**src/hw/rtl/tle_pkg.sv**
```systemverilog
// ----------------------------------------------------------------------------
// Terminal line editor package
// Types, key codes, escape-sequence states and event codes of the editor.
// ----------------------------------------------------------------------------
package tle_pkg;

    // Line store geometry; at most LINE_BYTES-1 bytes form a line.
    localparam int LINE_BYTES = 64;
    localparam int ADDR_W     = (LINE_BYTES > 1) ? $clog2(LINE_BYTES) : 1;
    localparam int POS_W      = 6;
    localparam int BYTE_W     = 8;
    localparam int EV_W       = 2;
    localparam int DATA_W     = 24;

    typedef logic [POS_W-1:0]  pos_t;
    typedef logic [ADDR_W-1:0] addr_t;
    typedef logic [BYTE_W-1:0] byte_t;

    localparam pos_t MAX_LEN = POS_W'(LINE_BYTES - 1);

    // Event codes reported with each result.
    typedef enum logic [EV_W-1:0] {
        EV_EDIT  = 2'd0,
        EV_BELL  = 2'd1,
        EV_BYTE  = 2'd2,
        EV_EMPTY = 2'd3
    } event_t;

    // Received key codes.
    localparam byte_t KEY_CTRL_H   = 8'h08;
    localparam byte_t KEY_TAB      = 8'h09;
    localparam byte_t KEY_LF       = 8'h0a;
    localparam byte_t KEY_KILL     = 8'h0b;
    localparam byte_t KEY_CTRL_L   = 8'h0c;
    localparam byte_t KEY_CR       = 8'h0d;
    localparam byte_t KEY_ESC      = 8'h1b;
    localparam byte_t KEY_SPACE    = 8'h20;
    localparam byte_t KEY_1        = 8'h31;
    localparam byte_t KEY_2        = 8'h32;
    localparam byte_t KEY_3        = 8'h33;
    localparam byte_t KEY_4        = 8'h34;
    localparam byte_t KEY_5        = 8'h35;
    localparam byte_t KEY_6        = 8'h36;
    localparam byte_t KEY_A        = 8'h41;
    localparam byte_t KEY_B        = 8'h42;
    localparam byte_t KEY_C        = 8'h43;
    localparam byte_t KEY_D        = 8'h44;
    localparam byte_t KEY_LBRACKET = 8'h5b;
    localparam byte_t KEY_TILDE    = 8'h7e;
    localparam byte_t KEY_DEL      = 8'h7f;

    // Escape-sequence progress.
    typedef enum logic [3:0] {
        ESC_IDLE = 4'd0,
        ESC_ESC  = 4'd1,
        ESC_CSI  = 4'd2,
        ESC_DEL  = 4'd3,
        ESC_PGUP = 4'd4,
        ESC_PGDN = 4'd5,
        ESC_HOME = 4'd6,
        ESC_END  = 4'd7,
        ESC_INS  = 4'd8
    } esc_t;

    // Request from the sequencer to the line store.
    typedef struct packed {
        logic  we;
        addr_t waddr;
        byte_t wdata;
        addr_t raddr;
    } ram_req_t;

endpackage

```
**src/hw/rtl/tle_line_ram.sv**
```systemverilog
// ----------------------------------------------------------------------------
// Line store
// One write port and one registered read port over the line bytes.
// ----------------------------------------------------------------------------
module tle_line_ram (
    input  logic              clk,
    input  tle_pkg::ram_req_t req,
    output tle_pkg::byte_t    rd_data
);
    import tle_pkg::*;

    byte_t mem [LINE_BYTES];
    byte_t rd_data_reg;

    // Write at the requested address and register the read data.
    always_ff @(posedge clk)
    begin
        if (req.we)
        begin
            mem[req.waddr] <= req.wdata;
        end
        rd_data_reg <= mem[req.raddr];
    end

    assign rd_data = rd_data_reg;

endmodule

```
**src/hw/rtl/terminal_line_editor.sv**
```systemverilog
// ----------------------------------------------------------------------------
// Terminal line editor
// An input byte is taken in S_IDLE, decoded in S_DECODE and its result loaded
// to the output from S_DONE. Insert and delete move each byte with a read and
// a write state, then insert stores the new byte in S_PUT. Carriage return
// reads and emits one line byte at a time, waiting while the output drains.
// Reset clears cursor, length, escape state, modes and output valid; the
// line store is not cleared.
// ----------------------------------------------------------------------------
module terminal_line_editor (
    input  logic                      clk,
    input  logic                      rst_n,
    input  logic                      cfg_wr_en,
    input  logic                      cfg_wr_data,  // echo_enable
    input  logic                      s_tvalid,
    output logic                      s_tready,
    input  logic [tle_pkg::BYTE_W-1:0] s_tdata,     // [7:0] rx_byte
    output logic                      m_tvalid,
    input  logic                      m_tready,
    // [1:0] event_res, [9:2] line_byte, [15:10] cursor_pos,
    // [21:16] line_length, [22] overwrite_on, [23] line_waiting
    output logic [tle_pkg::DATA_W-1:0] m_tdata,
    output logic                      m_tlast
);
    import tle_pkg::*;

    // Sequencer states.
    typedef enum logic [9:0] {
        S_IDLE    = 10'b00_0000_0001,
        S_DECODE  = 10'b00_0000_0010,
        S_SHUP_RD = 10'b00_0000_0100,
        S_SHUP_WR = 10'b00_0000_1000,
        S_PUT     = 10'b00_0001_0000,
        S_SHDN_RD = 10'b00_0010_0000,
        S_SHDN_WR = 10'b00_0100_0000,
        S_EMIT_RD = 10'b00_1000_0000,
        S_EMIT_WR = 10'b01_0000_0000,
        S_DONE    = 10'b10_0000_0000
    } state_t;

    state_t   state_reg, state_next;
    byte_t    byte_reg, byte_next;
    pos_t     cursor_reg, cursor_next;
    pos_t     length_reg, length_next;
    esc_t     esc_reg, esc_next;
    logic     ovw_reg, ovw_next;
    logic     echo_reg;
    event_t   ev_reg, ev_next;
    pos_t     idx_reg, idx_next;

    logic     out_valid_reg;
    event_t   out_ev_reg;
    byte_t    out_byte_reg;
    pos_t     out_cur_reg;
    pos_t     out_len_reg;
    logic     out_ovw_reg;
    logic     out_wait_reg;
    logic     out_last_reg;

    logic     out_load;
    event_t   out_ev_c;
    byte_t    out_byte_c;
    pos_t     out_cur_c;
    pos_t     out_len_c;
    logic     out_last_c;
    logic     out_free;
    logic     printable;
    event_t   echo_ev;
    pos_t     raddr_c;
    ram_req_t ram_req;
    byte_t    rd_data;

    assign out_free = !out_valid_reg || m_tready;
    assign echo_ev  = echo_reg ? EV_BELL : EV_EDIT;
    assign s_tready = (state_reg == S_IDLE);

    // Line store.
    tle_line_ram u_ram (
        .clk     (clk),
        .req     (ram_req),
        .rd_data (rd_data)
    );

    // Sequencer: decode one byte, then walk the store one entry at a time where a shift or a line send needs it.
    always_comb
    begin
        state_next  = state_reg;
        byte_next   = byte_reg;
        cursor_next = cursor_reg;
        length_next = length_reg;
        esc_next    = esc_reg;
        ovw_next    = ovw_reg;
        ev_next     = ev_reg;
        idx_next    = idx_reg;
        printable   = 1'b0;
        out_load    = 1'b0;
        out_ev_c    = ev_reg;
        out_byte_c  = '0;
        out_cur_c   = cursor_reg;
        out_len_c   = length_reg;
        out_last_c  = 1'b1;
        raddr_c     = idx_reg;
        ram_req.we    = 1'b0;
        ram_req.waddr = cursor_reg[ADDR_W-1:0];
        ram_req.wdata = byte_reg;

        unique case (state_reg)
            S_IDLE:
            begin
                if (s_tvalid)
                begin
                    byte_next  = s_tdata;
                    state_next = S_DECODE;
                end
            end

            S_DECODE:
            begin
                state_next = S_DONE;
                ev_next    = EV_EDIT;
                priority if (byte_reg[BYTE_W-1])
                begin
                    ev_next = EV_BELL;
                end
                else if (esc_reg == ESC_IDLE)
                begin
                    unique case (byte_reg)
                        KEY_ESC: esc_next = ESC_ESC;
                        KEY_KILL:
                        begin
                            if (cursor_reg < length_reg)
                            begin
                                length_next = cursor_reg;
                            end
                        end
                        KEY_LF, KEY_TAB: ;
                        KEY_CTRL_L:
                        begin
                            if (cursor_reg < length_reg)
                                cursor_next = cursor_reg + 1'b1;
                            else
                                ev_next = echo_ev;
                        end
                        KEY_CTRL_H:
                        begin
                            if (cursor_reg != '0)
                                cursor_next = cursor_reg - 1'b1;
                            else
                                ev_next = EV_BELL;
                        end
                        KEY_DEL:
                        begin
                            // Backspace removes the byte left of the cursor.
                            if (cursor_reg != '0)
                            begin
                                cursor_next = cursor_reg - 1'b1;
                                idx_next    = cursor_reg - 1'b1;
                                if (cursor_reg == length_reg)
                                    length_next = length_reg - 1'b1;
                                else
                                    state_next = S_SHDN_RD;
                            end
                            else
                            begin
                                ev_next = echo_ev;
                            end
                        end
                        KEY_CR:
                        begin
                            cursor_next = '0;
                            if (length_reg == '0)
                            begin
                                ev_next = EV_EMPTY;
                            end
                            else
                            begin
                                idx_next   = '0;
                                state_next = S_EMIT_RD;
                            end
                        end
                        default: printable = 1'b1;
                    endcase
                end
                else if (esc_reg == ESC_ESC && byte_reg == KEY_LBRACKET)
                begin
                    esc_next = ESC_CSI;
                end
                else if (esc_reg == ESC_CSI && (byte_reg == KEY_A || byte_reg == KEY_B))
                begin
                    esc_next = ESC_IDLE;
                end
                else if (esc_reg == ESC_CSI && byte_reg == KEY_C)
                begin
                    esc_next = ESC_IDLE;
                    if (cursor_reg < length_reg)
                        cursor_next = cursor_reg + 1'b1;
                    else
                        ev_next = echo_ev;
                end
                else if (esc_reg == ESC_CSI && byte_reg == KEY_D)
                begin
                    esc_next = ESC_IDLE;
                    if (cursor_reg != '0)
                        cursor_next = cursor_reg - 1'b1;
                    else
                        ev_next = EV_BELL;
                end
                else if (esc_reg == ESC_CSI && byte_reg == KEY_3) esc_next = ESC_DEL;
                else if (esc_reg == ESC_CSI && byte_reg == KEY_5) esc_next = ESC_PGUP;
                else if (esc_reg == ESC_CSI && byte_reg == KEY_6) esc_next = ESC_PGDN;
                else if (esc_reg == ESC_CSI && byte_reg == KEY_1) esc_next = ESC_HOME;
                else if (esc_reg == ESC_CSI && byte_reg == KEY_4) esc_next = ESC_END;
                else if (esc_reg == ESC_CSI && byte_reg == KEY_2) esc_next = ESC_INS;
                else if ((esc_reg == ESC_DEL || esc_reg == ESC_PGUP || esc_reg == ESC_PGDN ||
                          esc_reg == ESC_HOME || esc_reg == ESC_END || esc_reg == ESC_INS) &&
                         byte_reg == KEY_TILDE)
                begin
                    esc_next = ESC_IDLE;
                    if (esc_reg == ESC_DEL)
                    begin
                        // Delete the byte under the cursor.
                        if (cursor_reg < length_reg)
                        begin
                            idx_next = cursor_reg;
                            if (cursor_reg + 1'b1 == length_reg)
                                length_next = length_reg - 1'b1;
                            else
                                state_next = S_SHDN_RD;
                        end
                        else
                        begin
                            ev_next = echo_ev;
                        end
                    end
                    else if (esc_reg == ESC_HOME)
                        cursor_next = '0;
                    else if (esc_reg == ESC_END)
                        cursor_next = length_reg;
                    else if (esc_reg == ESC_INS)
                        ovw_next = !ovw_reg;
                end
                else
                begin
                    printable = 1'b1;
                end

                // Ordinary byte: control bytes ring when echo is on, others overwrite, or insert if not full.
                if (printable)
                begin
                    esc_next = ESC_IDLE;
                    if (byte_reg < KEY_SPACE)
                    begin
                        ev_next = echo_ev;
                    end
                    else if (cursor_reg < length_reg && ovw_reg)
                    begin
                        ram_req.we  = 1'b1;
                        cursor_next = cursor_reg + 1'b1;
                    end
                    else if (length_reg < MAX_LEN)
                    begin
                        if (cursor_reg == length_reg)
                        begin
                            state_next = S_PUT;
                        end
                        else
                        begin
                            idx_next   = length_reg - 1'b1;
                            state_next = S_SHUP_RD;
                        end
                    end
                end
            end

            // Move bytes up one place, from the end down to the cursor.
            S_SHUP_RD:
            begin
                state_next = S_SHUP_WR;
            end

            S_SHUP_WR:
            begin
                ram_req.we    = 1'b1;
                ram_req.waddr = ADDR_W'(idx_reg + 1'b1);
                ram_req.wdata = rd_data;
                if (idx_reg == cursor_reg)
                begin
                    state_next = S_PUT;
                end
                else
                begin
                    idx_next   = idx_reg - 1'b1;
                    state_next = S_SHUP_RD;
                end
            end

            S_PUT:
            begin
                ram_req.we  = 1'b1;
                cursor_next = cursor_reg + 1'b1;
                length_next = length_reg + 1'b1;
                state_next  = S_DONE;
            end

            // Move bytes down one place, from the removed entry to the end.
            S_SHDN_RD:
            begin
                raddr_c    = idx_reg + 1'b1;
                state_next = S_SHDN_WR;
            end

            S_SHDN_WR:
            begin
                ram_req.we    = 1'b1;
                ram_req.waddr = idx_reg[ADDR_W-1:0];
                ram_req.wdata = rd_data;
                if (idx_reg + 2'd2 == length_reg)
                begin
                    length_next = length_reg - 1'b1;
                    state_next  = S_DONE;
                end
                else
                begin
                    idx_next   = idx_reg + 1'b1;
                    state_next = S_SHDN_RD;
                end
            end

            // Send the finished line, one byte per transfer.
            S_EMIT_RD:
            begin
                state_next = S_EMIT_WR;
            end

            S_EMIT_WR:
            begin
                out_ev_c   = EV_BYTE;
                out_byte_c = rd_data;
                out_cur_c  = '0;
                out_len_c  = '0;
                out_last_c = (idx_reg + 1'b1 == length_reg);
                if (out_free)
                begin
                    out_load = 1'b1;
                    if (out_last_c)
                    begin
                        length_next = '0;
                        state_next  = S_IDLE;
                    end
                    else
                    begin
                        idx_next   = idx_reg + 1'b1;
                        state_next = S_EMIT_RD;
                    end
                end
            end

            S_DONE:
            begin
                if (out_free)
                begin
                    out_load   = 1'b1;
                    state_next = S_IDLE;
                end
            end

            default:
            begin
                state_next = S_IDLE;
            end
        endcase

        ram_req.raddr = raddr_c[ADDR_W-1:0];
    end

    // Control state.
    always_ff @(posedge clk or negedge rst_n)
    begin
        if (!rst_n)
        begin
            state_reg     <= S_IDLE;
            cursor_reg    <= '0;
            length_reg    <= '0;
            esc_reg       <= ESC_IDLE;
            ovw_reg       <= 1'b0;
            echo_reg      <= 1'b0;
            out_valid_reg <= 1'b0;
        end
        else
        begin
            state_reg  <= state_next;
            cursor_reg <= cursor_next;
            length_reg <= length_next;
            esc_reg    <= esc_next;
            ovw_reg    <= ovw_next;
            if (cfg_wr_en)
            begin
                echo_reg <= cfg_wr_data;
            end
            if (out_load)
                out_valid_reg <= 1'b1;
            else if (m_tready)
                out_valid_reg <= 1'b0;
        end
    end

    // Working and output payload registers.
    always_ff @(posedge clk)
    begin
        byte_reg <= byte_next;
        ev_reg   <= ev_next;
        idx_reg  <= idx_next;
        if (out_load)
        begin
            out_ev_reg   <= out_ev_c;
            out_byte_reg <= out_byte_c;
            out_cur_reg  <= out_cur_c;
            out_len_reg  <= out_len_c;
            out_ovw_reg  <= ovw_reg;
            out_wait_reg <= (out_len_c != '0);
            out_last_reg <= out_last_c;
        end
    end

    assign m_tvalid = out_valid_reg;
    assign m_tdata  = {out_wait_reg, out_ovw_reg, out_len_reg, out_cur_reg,
                       out_byte_reg, out_ev_reg};
    assign m_tlast  = out_last_reg;

endmodule

```
**config.mk**
```make
export PLATFORM = sky130hd
export DESIGN_NAME = terminal_line_editor
export DESIGN_NICKNAME = d
export VERILOG_FILES = /design/src/hw/rtl/tle_pkg.sv /design/src/hw/rtl/tle_line_ram.sv /design/src/hw/rtl/terminal_line_editor.sv
export SDC_FILE = /design/constraint.sdc
export NUM_CORES = 1
export LEC_CHECK = 0
export BUFFER_PORTS_ARGS = -buffer_cell sky130_fd_sc_hd__buf_2
export CORE_UTILIZATION = 57
export CTS_CLUSTER_SIZE = 20
export DETAILED_ROUTE_END_ITERATION = 7
export GPL_TIMING_DRIVEN = 0
export HOLD_SLACK_MARGIN = 0.02
export PLACE_DENSITY_LB_ADDON = 0.15
export SYNTH_ARGS = -nofsm -noshare
export SYNTH_HDL_FRONTEND = slang
export SYNTH_HIERARCHICAL = 1
export SYNTH_SLANG_ARGS = --single-unit
```
**constraint.sdc**
```tcl
create_clock -name clk -period 4.81 [get_ports clk]
set_input_delay 0.962 -clock clk [delete_from_list [all_inputs] [get_ports clk]]
set_output_delay 0.962 -clock clk [all_outputs]
set_load 0.05 [all_outputs]
```
==> flow_metrics.env, run 1 <==
export IMPL_maxClockFrequency_mhz=211
export IMPL_largest_reg_flops=512
export IMPL_status="finished, final reports clean"
export IMPL_rr_worst_depth=15
export IMPL_place_gp_congestion=0.999
export IMPL_finalWirelength_um=76000
export IMPL_drv_cap=0
export IMPL_num_nets_final=1902
export IMPL_hold_class="in -> async"
export IMPL_critical_path_class="reg -> reg"
export IMPL_ys_ff_latch=590
export IMPL_crit_top_cell="buf_2"
export IMPL_dieWidth_um=218
export IMPL_synth_area_leaders="edfxtp_1, mux4_2, dfrtp_1"
export IMPL_reg2reg_to="u_ram/rd_data[3]"
export IMPL_rows=78
export IMPL_path_cells="buf_2 -> nor4_4 -> nand3_1 -> or3b_2 -> inv_1 -> nand2_1 -> o21ai_0 -> buf_4 -> buf_2 -> buf_2 -> mux4_2 -> o22ai_1 -> nor2_1 -> o21ai_0 -> nand3_1"
export IMPL_viasPerCell=6.80
export IMPL_finalSetupViolCount=0
export IMPL_slew_headroom_pct=25.8
export IMPL_power_density_nw_per_um2=473
export IMPL_cp_slowest_cell="or3b_2"
export IMPL_combPwrFrac_pct=25.1
export IMPL_power_internal_mw=9.69
export IMPL_clock_sinks=590
export IMPL_drc_errors=0
export IMPL_grt_pass1_wl_um=110000
export IMPL_synth_edf_count=553
export IMPL_slew_violations=0
export IMPL_cpPeakStageDelay_ns=0.59
export IMPL_finalHoldViolCount=0
export IMPL_grt_total_usage_pct=32.8
export IMPL_power_leakage_nw=9.74
export IMPL_min_period_ns=4.74
export IMPL_seqPwrFrac_pct=43.1
export IMPL_portBuffers=40
export IMPL_grt_max_degree=49
export IMPL_syn_nets=1786
export IMPL_holdWs_ns=0.400
export IMPL_rsz0062_at_grt="yes"
export IMPL_yosysTopAreaCell="edfxtp_1"
export IMPL_clk_latency_ns=0.65
export IMPL_crit_fanout=10
export IMPL_drive_gt1_share_pct=23.5
export IMPL_final_cells=2523
export IMPL_drt_iter0_markers=2268
export IMPL_r2r_setup_slack_ns=0.07
export IMPL_switching_share_pct=31.7
export IMPL_syn2layout_area_growth_pct=13.3
export IMPL_initial_core_util_pct=58.1
export IMPL_final_common_cell="edfxtp_1"
export IMPL_fin_skew_ns=0.0429
export IMPL_cts_buffers=58
export IMPL_p_clk_share_pct=31.8
export IMPL_core_um2=45600
export IMPL_fp_dieH_um=218
export IMPL_grt_pass1_vias=16599
export IMPL_firstDrtPassIters=6
export IMPL_p_switching_mw=4.50
export IMPL_synth_cell_types=88
export IMPL_vias=17156
export IMPL_worst_setup_path_start_kind="flip-flop"
export IMPL_antenna_found_initial=0
export IMPL_cts_hold_buf=0
export IMPL_clk_pin_slew_ns=0.06
export IMPL_synth_area_um2=26500
export IMPL_final_cell_mix="edfxtp_1, mux4_2, nor2_1"
export IMPL_synth_top_area_share_pct=62.7
export IMPL_timing_rr_start="state_reg[9]"
export IMPL_place_inst=2407
export IMPL_synth_area_per_cell_um2=15.1
export IMPL_cp_top_family="simple AND/OR/NAND/NOR gates"
export IMPL_htreeDepth=2
export IMPL_yosys_most_used_dff="edfxtp_1"
export IMPL_worstMarginPinSlew_ns=1.10
export IMPL_cp_data_required_time_ns=5.26
export IMPL_max_clock_path_buffers=3
export IMPL_ys_warn_count=6
export IMPL_endpoint_kind="flip-flop"
export IMPL_synth_cells=1757
export IMPL_postRouteAntennaNets=0
export IMPL_path_buf_inv=5
export IMPL_yosysSeqAreaShare_pct=66.0
export IMPL_io_pins=41
export IMPL_antenna_cells=0
export IMPL_period_share_pct=98.5
export IMPL_root_buffer="clkbuf_16"
export IMPL_tritoncts="yes"
export IMPL_grt_overflow_total=0
export IMPL_wire_per_inst_um=30.1
export IMPL_ir_drop_v=0.000370
export IMPL_crit_arrival_ns=5.19
export IMPL_setup_tns_final_ns=0
export IMPL_synthArstFlopShare_pct=4.92
export IMPL_post_route_util_pct=65.8
export IMPL_die_area_um2=47300
export IMPL_hpwl_um=52600
synthesized netlist by cell type, types with 6 or more instances:
cell type	count
o21ai_0	59
buf_6	9
a221oi_1	12
dfxtp_1	8
a21o_1	7
nor3_1	40
nor3b_1	6
buf_4	15
a21oi_1	51
dfrtp_1	28
inv_1	28
buf_2	28
mux4_2	124
xnor2_1	28
a31oi_1	15
or2_2	10
or4_1	6
or3_1	10
o221ai_1	12
ha_1	15
xor2_1	12
clkbuf_1	57
nand2b_1	20
mux2i_1	22
o211ai_1	11
nand3_1	46
or3b_2	7
o22ai_1	34
and3_1	9
nor2b_1	16
a22oi_1	11
nor4_1	13
and2_1	20
nand2_1	102
buf_1	6
edfxtp_1	553
nand3b_1	11
nor2_1	166
nand4_1	13
metal layers:
metal | share of wire, % | track usage, % | up-vias
met2 | 47 | 52.0 | 1090
met3 | 9.4 | 6.21 | 230
li1 | - | - | 7184
met1 | 37 | 42.9 | 8652
met4 | 6.2 | 18.4 | 0
met5 | 0 | 0 | -
what timing repair did:
| item | in CTS | in global routing |
|---|---|---|
| buffers inserted | 0 | 8 |
| endpoints found under the setup margin | 519 | 345 |
| gates resized for setup | 42 | 53 |
| pin swaps | 0 | 7 |
worst register-to-register path: stages (launching register included):
cell     delay (ns)
dfrtp_1        0.36
buf_2          0.20
nor4_4         0.42
nand3_1        0.15
or3b_2         0.59
inv_1          0.21
nand2_1        0.07
o21ai_0        0.08
buf_4          0.21
buf_2          0.37
buf_2          0.53
mux4_2         0.41
o22ai_1        0.16
nor2_1         0.12
o21ai_0        0.45
nand3_1        0.27
cell type report:
cell class / count / area, um2
Sequential cell: 590 / 17500
Fill cell: 3187 / 15600
Multi-Input combinational cell: 1018 / 8550
Clock buffer: 69 / 1510
Tap cell: 600 / 751
Buffer: 117 / 631
Timing Repair Buffer: 58 / 566
Clock inverter: 41 / 378
Inverter: 30 / 113
power groups by stage:
stage | Combinational, mW | Sequential (mW) | Clock, mW
2_1_floorplan | 2.09 | 6.29 | 0
3_3_place_gp | 3.24 | 6.29 | 0
3_5_place_dp | 3.39 | 6.22 | 0
4_1_cts | 3.44 | 6.12 | 4.55
5_1_grt | 3.73 | 6.13 | 4.74
6_report | 3.57 | 6.12 | 4.51
how the worst max path moves through the flow:
stage                   from               end  slack (ns)  depth (start not counted)
5_1_grt         state_reg[9]  u_ram/rd_data[3]     0.00007                         15
6_report        state_reg[9]  u_ram/rd_data[3]        0.07                         15
3_5_place_dp   length_reg[1]  u_ram/mem[59][6]       -1.14                         13
2_1_floorplan   state_reg[9]   u_ram/mem[0][1]        0.16                          8
4_1_cts         state_reg[9]  u_ram/mem[12][0]      -0.009                         12
3_3_place_gp    state_reg[9]  u_ram/mem[18][1]       -3.17                          8
cells by family after synthesis:
kind of cell | share of synthesized area (%)
flops | 66.0
mux | 11.6
compound gates | 7.28
xor+xnor | 1.32
simple gates | 10.3
fa+ha+maj | 0.709
buf+inv | 2.79
per-stage QoR:
stage / power, mW / setup WS (ns) / cell area [um2]
5_1_grt: 14.6 / 0.0000657 / 30000
3_3_place_gp: 9.53 / -3.17 / 27400
3_5_place_dp: 9.61 / -1.14 / 27700
4_1_cts: 14.1 / -0.00897 / 29700
6_report: 14.2 / 0.0702 / 30000
2_1_floorplan: 8.38 / 0.157 / 26500
Note: power is estimated with default switching activity, not from simulation.
==> run 2: changes to the inputs <==
--- a/config.mk
+++ b/config.mk
@@ -6,6 +6,7 @@
 export NUM_CORES = 1
 export LEC_CHECK = 0
 export BUFFER_PORTS_ARGS = -buffer_cell sky130_fd_sc_hd__buf_2
+export CORE_ASPECT_RATIO = 1.5
 export CORE_UTILIZATION = 57
 export CTS_CLUSTER_SIZE = 20
 export DETAILED_ROUTE_END_ITERATION = 7
==> flow_metrics.env, run 2 (synthesized netlist as in run 1, its figures left out) <==
export IMPL_min_period_ns=4.86
export IMPL_antenna_found_initial=0
export IMPL_crit_arrival_ns=5.09
export IMPL_vias=17116
export IMPL_htreeDepth=2
export IMPL_combPwrFrac_pct=26.0
export IMPL_clk_latency_ns=0.59
export IMPL_place_gp_congestion=1.07
export IMPL_dp_slack_ns=-0.761
export IMPL_initial_core_util_pct=57.9
export IMPL_violations="negative setup slack"
export IMPL_drt_iter0_markers=1916
export IMPL_placed_cell_area_um2=27700
export IMPL_route_met2_wl_um=42500
export IMPL_worstMarginPinSlew_ns=1.26
export IMPL_grt_total_usage_pct=35.1
export IMPL_drv_cap=0
export IMPL_switching_share_pct=32.0
export IMPL_maxClockFrequency_mhz=206
export IMPL_grt_pass1_vias=17097
export IMPL_power_density_nw_per_um2=469
export IMPL_postRouteAntennaNets=0
export IMPL_hpwl_um=57900
export IMPL_power_internal_mw=9.51
export IMPL_cp_slowest_cell="nor2_2"
export IMPL_grt_overflow_total=0
export IMPL_tritoncts="yes"
export IMPL_rsz0062_at_grt="yes"
export IMPL_post_route_util_pct=65.2
export IMPL_cp_top_family="simple AND/OR/NAND/NOR gates"
export IMPL_root_buffer="clkbuf_16"
export IMPL_drive_gt1_share_pct=23.4
export IMPL_place_inst=2393
export IMPL_dr_wl_met3_um=5170
export IMPL_design_area_um2=29800
export IMPL_cp_data_required_time_ns=5.04
export IMPL_dieWidth_um=178
export IMPL_num_nets_final=1892
export IMPL_wire_per_inst_um=32.4
export IMPL_final_cell_mix="edfxtp_1, mux4_2, nor2_1"
export IMPL_seqPwrFrac_pct=43.8
export IMPL_largest_reg_flops=512
export IMPL_path_buf_inv=4
export IMPL_drc_errors=0
export IMPL_rows=96
export IMPL_endpoint_kind="flip-flop"
export IMPL_fin_ws_ns=-0.0532
export IMPL_setup_tns_final_ns=-0.424
export IMPL_cts_buffers=54
export IMPL_final_common_cell="edfxtp_1"
export IMPL_finalWirelength_um=80800
export IMPL_status="finished, violations left"
export IMPL_m1WireLength_um=26600
export IMPL_power_leakage_nw=9.63
export IMPL_hold_class="in -> async"
export IMPL_path_cells="buf_2 -> nor4_4 -> nand3_1 -> or3b_2 -> clkbuf_1 -> nor3_1 -> a21oi_1 -> o21ai_0 -> clkbuf_1 -> nor2b_1 -> nand2b_1 -> clkbuf_1 -> nor2_2"
export IMPL_fin_skew_ns=0.0180
export IMPL_portBuffers=40
export IMPL_finalHoldViolCount=0
export IMPL_p_switching_mw=4.47
export IMPL_critical_path_class="reg -> reg"
export IMPL_clock_sinks=590
export IMPL_worst_setup_path_start_kind="flip-flop"
export IMPL_io_pins=41
export IMPL_cpPeakStageDelay_ns=0.55
export IMPL_ir_drop_v=0.000364
export IMPL_p_total_mw=14.0
export IMPL_fillers=3273
export IMPL_holdWs_ns=0.474
export IMPL_viasPerCell=6.86
export IMPL_firstDrtPassIters=6
export IMPL_clk_pin_slew_ns=0.06
export IMPL_finalSetupViolCount=16
export IMPL_fp_dieH_um=266
export IMPL_period_share_pct=101
export IMPL_max_clock_path_buffers=3
export IMPL_top_layer="met4"
export IMPL_p_clk_share_pct=30.2
export IMPL_die_area_um2=47400
export IMPL_crit_fanout=10
export IMPL_final_cells=2495
export IMPL_grt_pass1_wl_um=116000
export IMPL_grt_max_degree=45
export IMPL_core_um2=45800
export IMPL_slew_headroom_pct=15.3
export IMPL_slew_violations=0
export IMPL_syn2layout_area_growth_pct=12.6
export IMPL_crit_top_cell="clkbuf_1"
[run 2: cell count changes in the layout (fill, tap and decap cells not counted), moves of 3 or more]
cell       change
nor2_2         -3
clkbuf_2       -4
clkbuf_16      -3
clkinv_1       -4
nor2_1         -4
buf_2          -3
clkinv_2       -4
buf_12         -4
nor2_4         +7
[run 2: cell type report]
class / count / area, um2 / share of cell area [%]
diodes: 1 / 2.50 / 0.00839
well taps: 588 / 736 / 2.47
inverters: 30 / 113 / 0.378
flip-flops and latches: 590 / 17500 / 58.7
multi-input cells: 1018 / 8610 / 28.9
repair buffers: 55 / 505 / 1.69
clock inverters: 34 / 293 / 0.982
plain buffers: 114 / 639 / 2.14
clock buffers: 65 / 1430 / 4.81
[run 2: metal layers]
layer	up-vias	GRT usage, %
li1	7146	-
met1	8757	38.7
met2	924	62.1
met3	289	4.72
met4	0	24.8
met5	-	0
[run 2: final timing paths]
check | start | endpoint | slack (ns) | depth (start not counted)
setup / recovery | state_reg[9] | u_ram/mem[21][3] | -0.05 | 13
hold / removal | rst_n | echo_reg | 0.47 | 1
setup reg to reg | state_reg[9] | u_ram/mem[21][3] | -0.05 | 13
hold reg to reg | ev_reg[1] | out_ev_reg[1] | 0.50 | 1
max in group asynchronous | rst_n | cursor_reg[2] | 3.75 | 1
min in group clk | ev_reg[1] | out_ev_reg[1] | 0.50 | 1
[run 2: timing repair]
item                                    in CTS  in global routing
setup buffers                                0                  7
gates resized for setup                     69                 38
hold buffers                                 0                  0
pin swaps                                    0                  6
endpoints found under the setup margin     519                477
[run 2: power groups by stage]
stage               registers [mW]  logic, mW  clock network (mW)
finish                        6.13       3.64                4.22
global route                  6.14       3.80                4.44
CTS                           6.12       3.52                4.26
detailed placement            6.23       3.45                   0
global placement              6.29       3.32                   0
floorplan                     6.29       2.09                   0
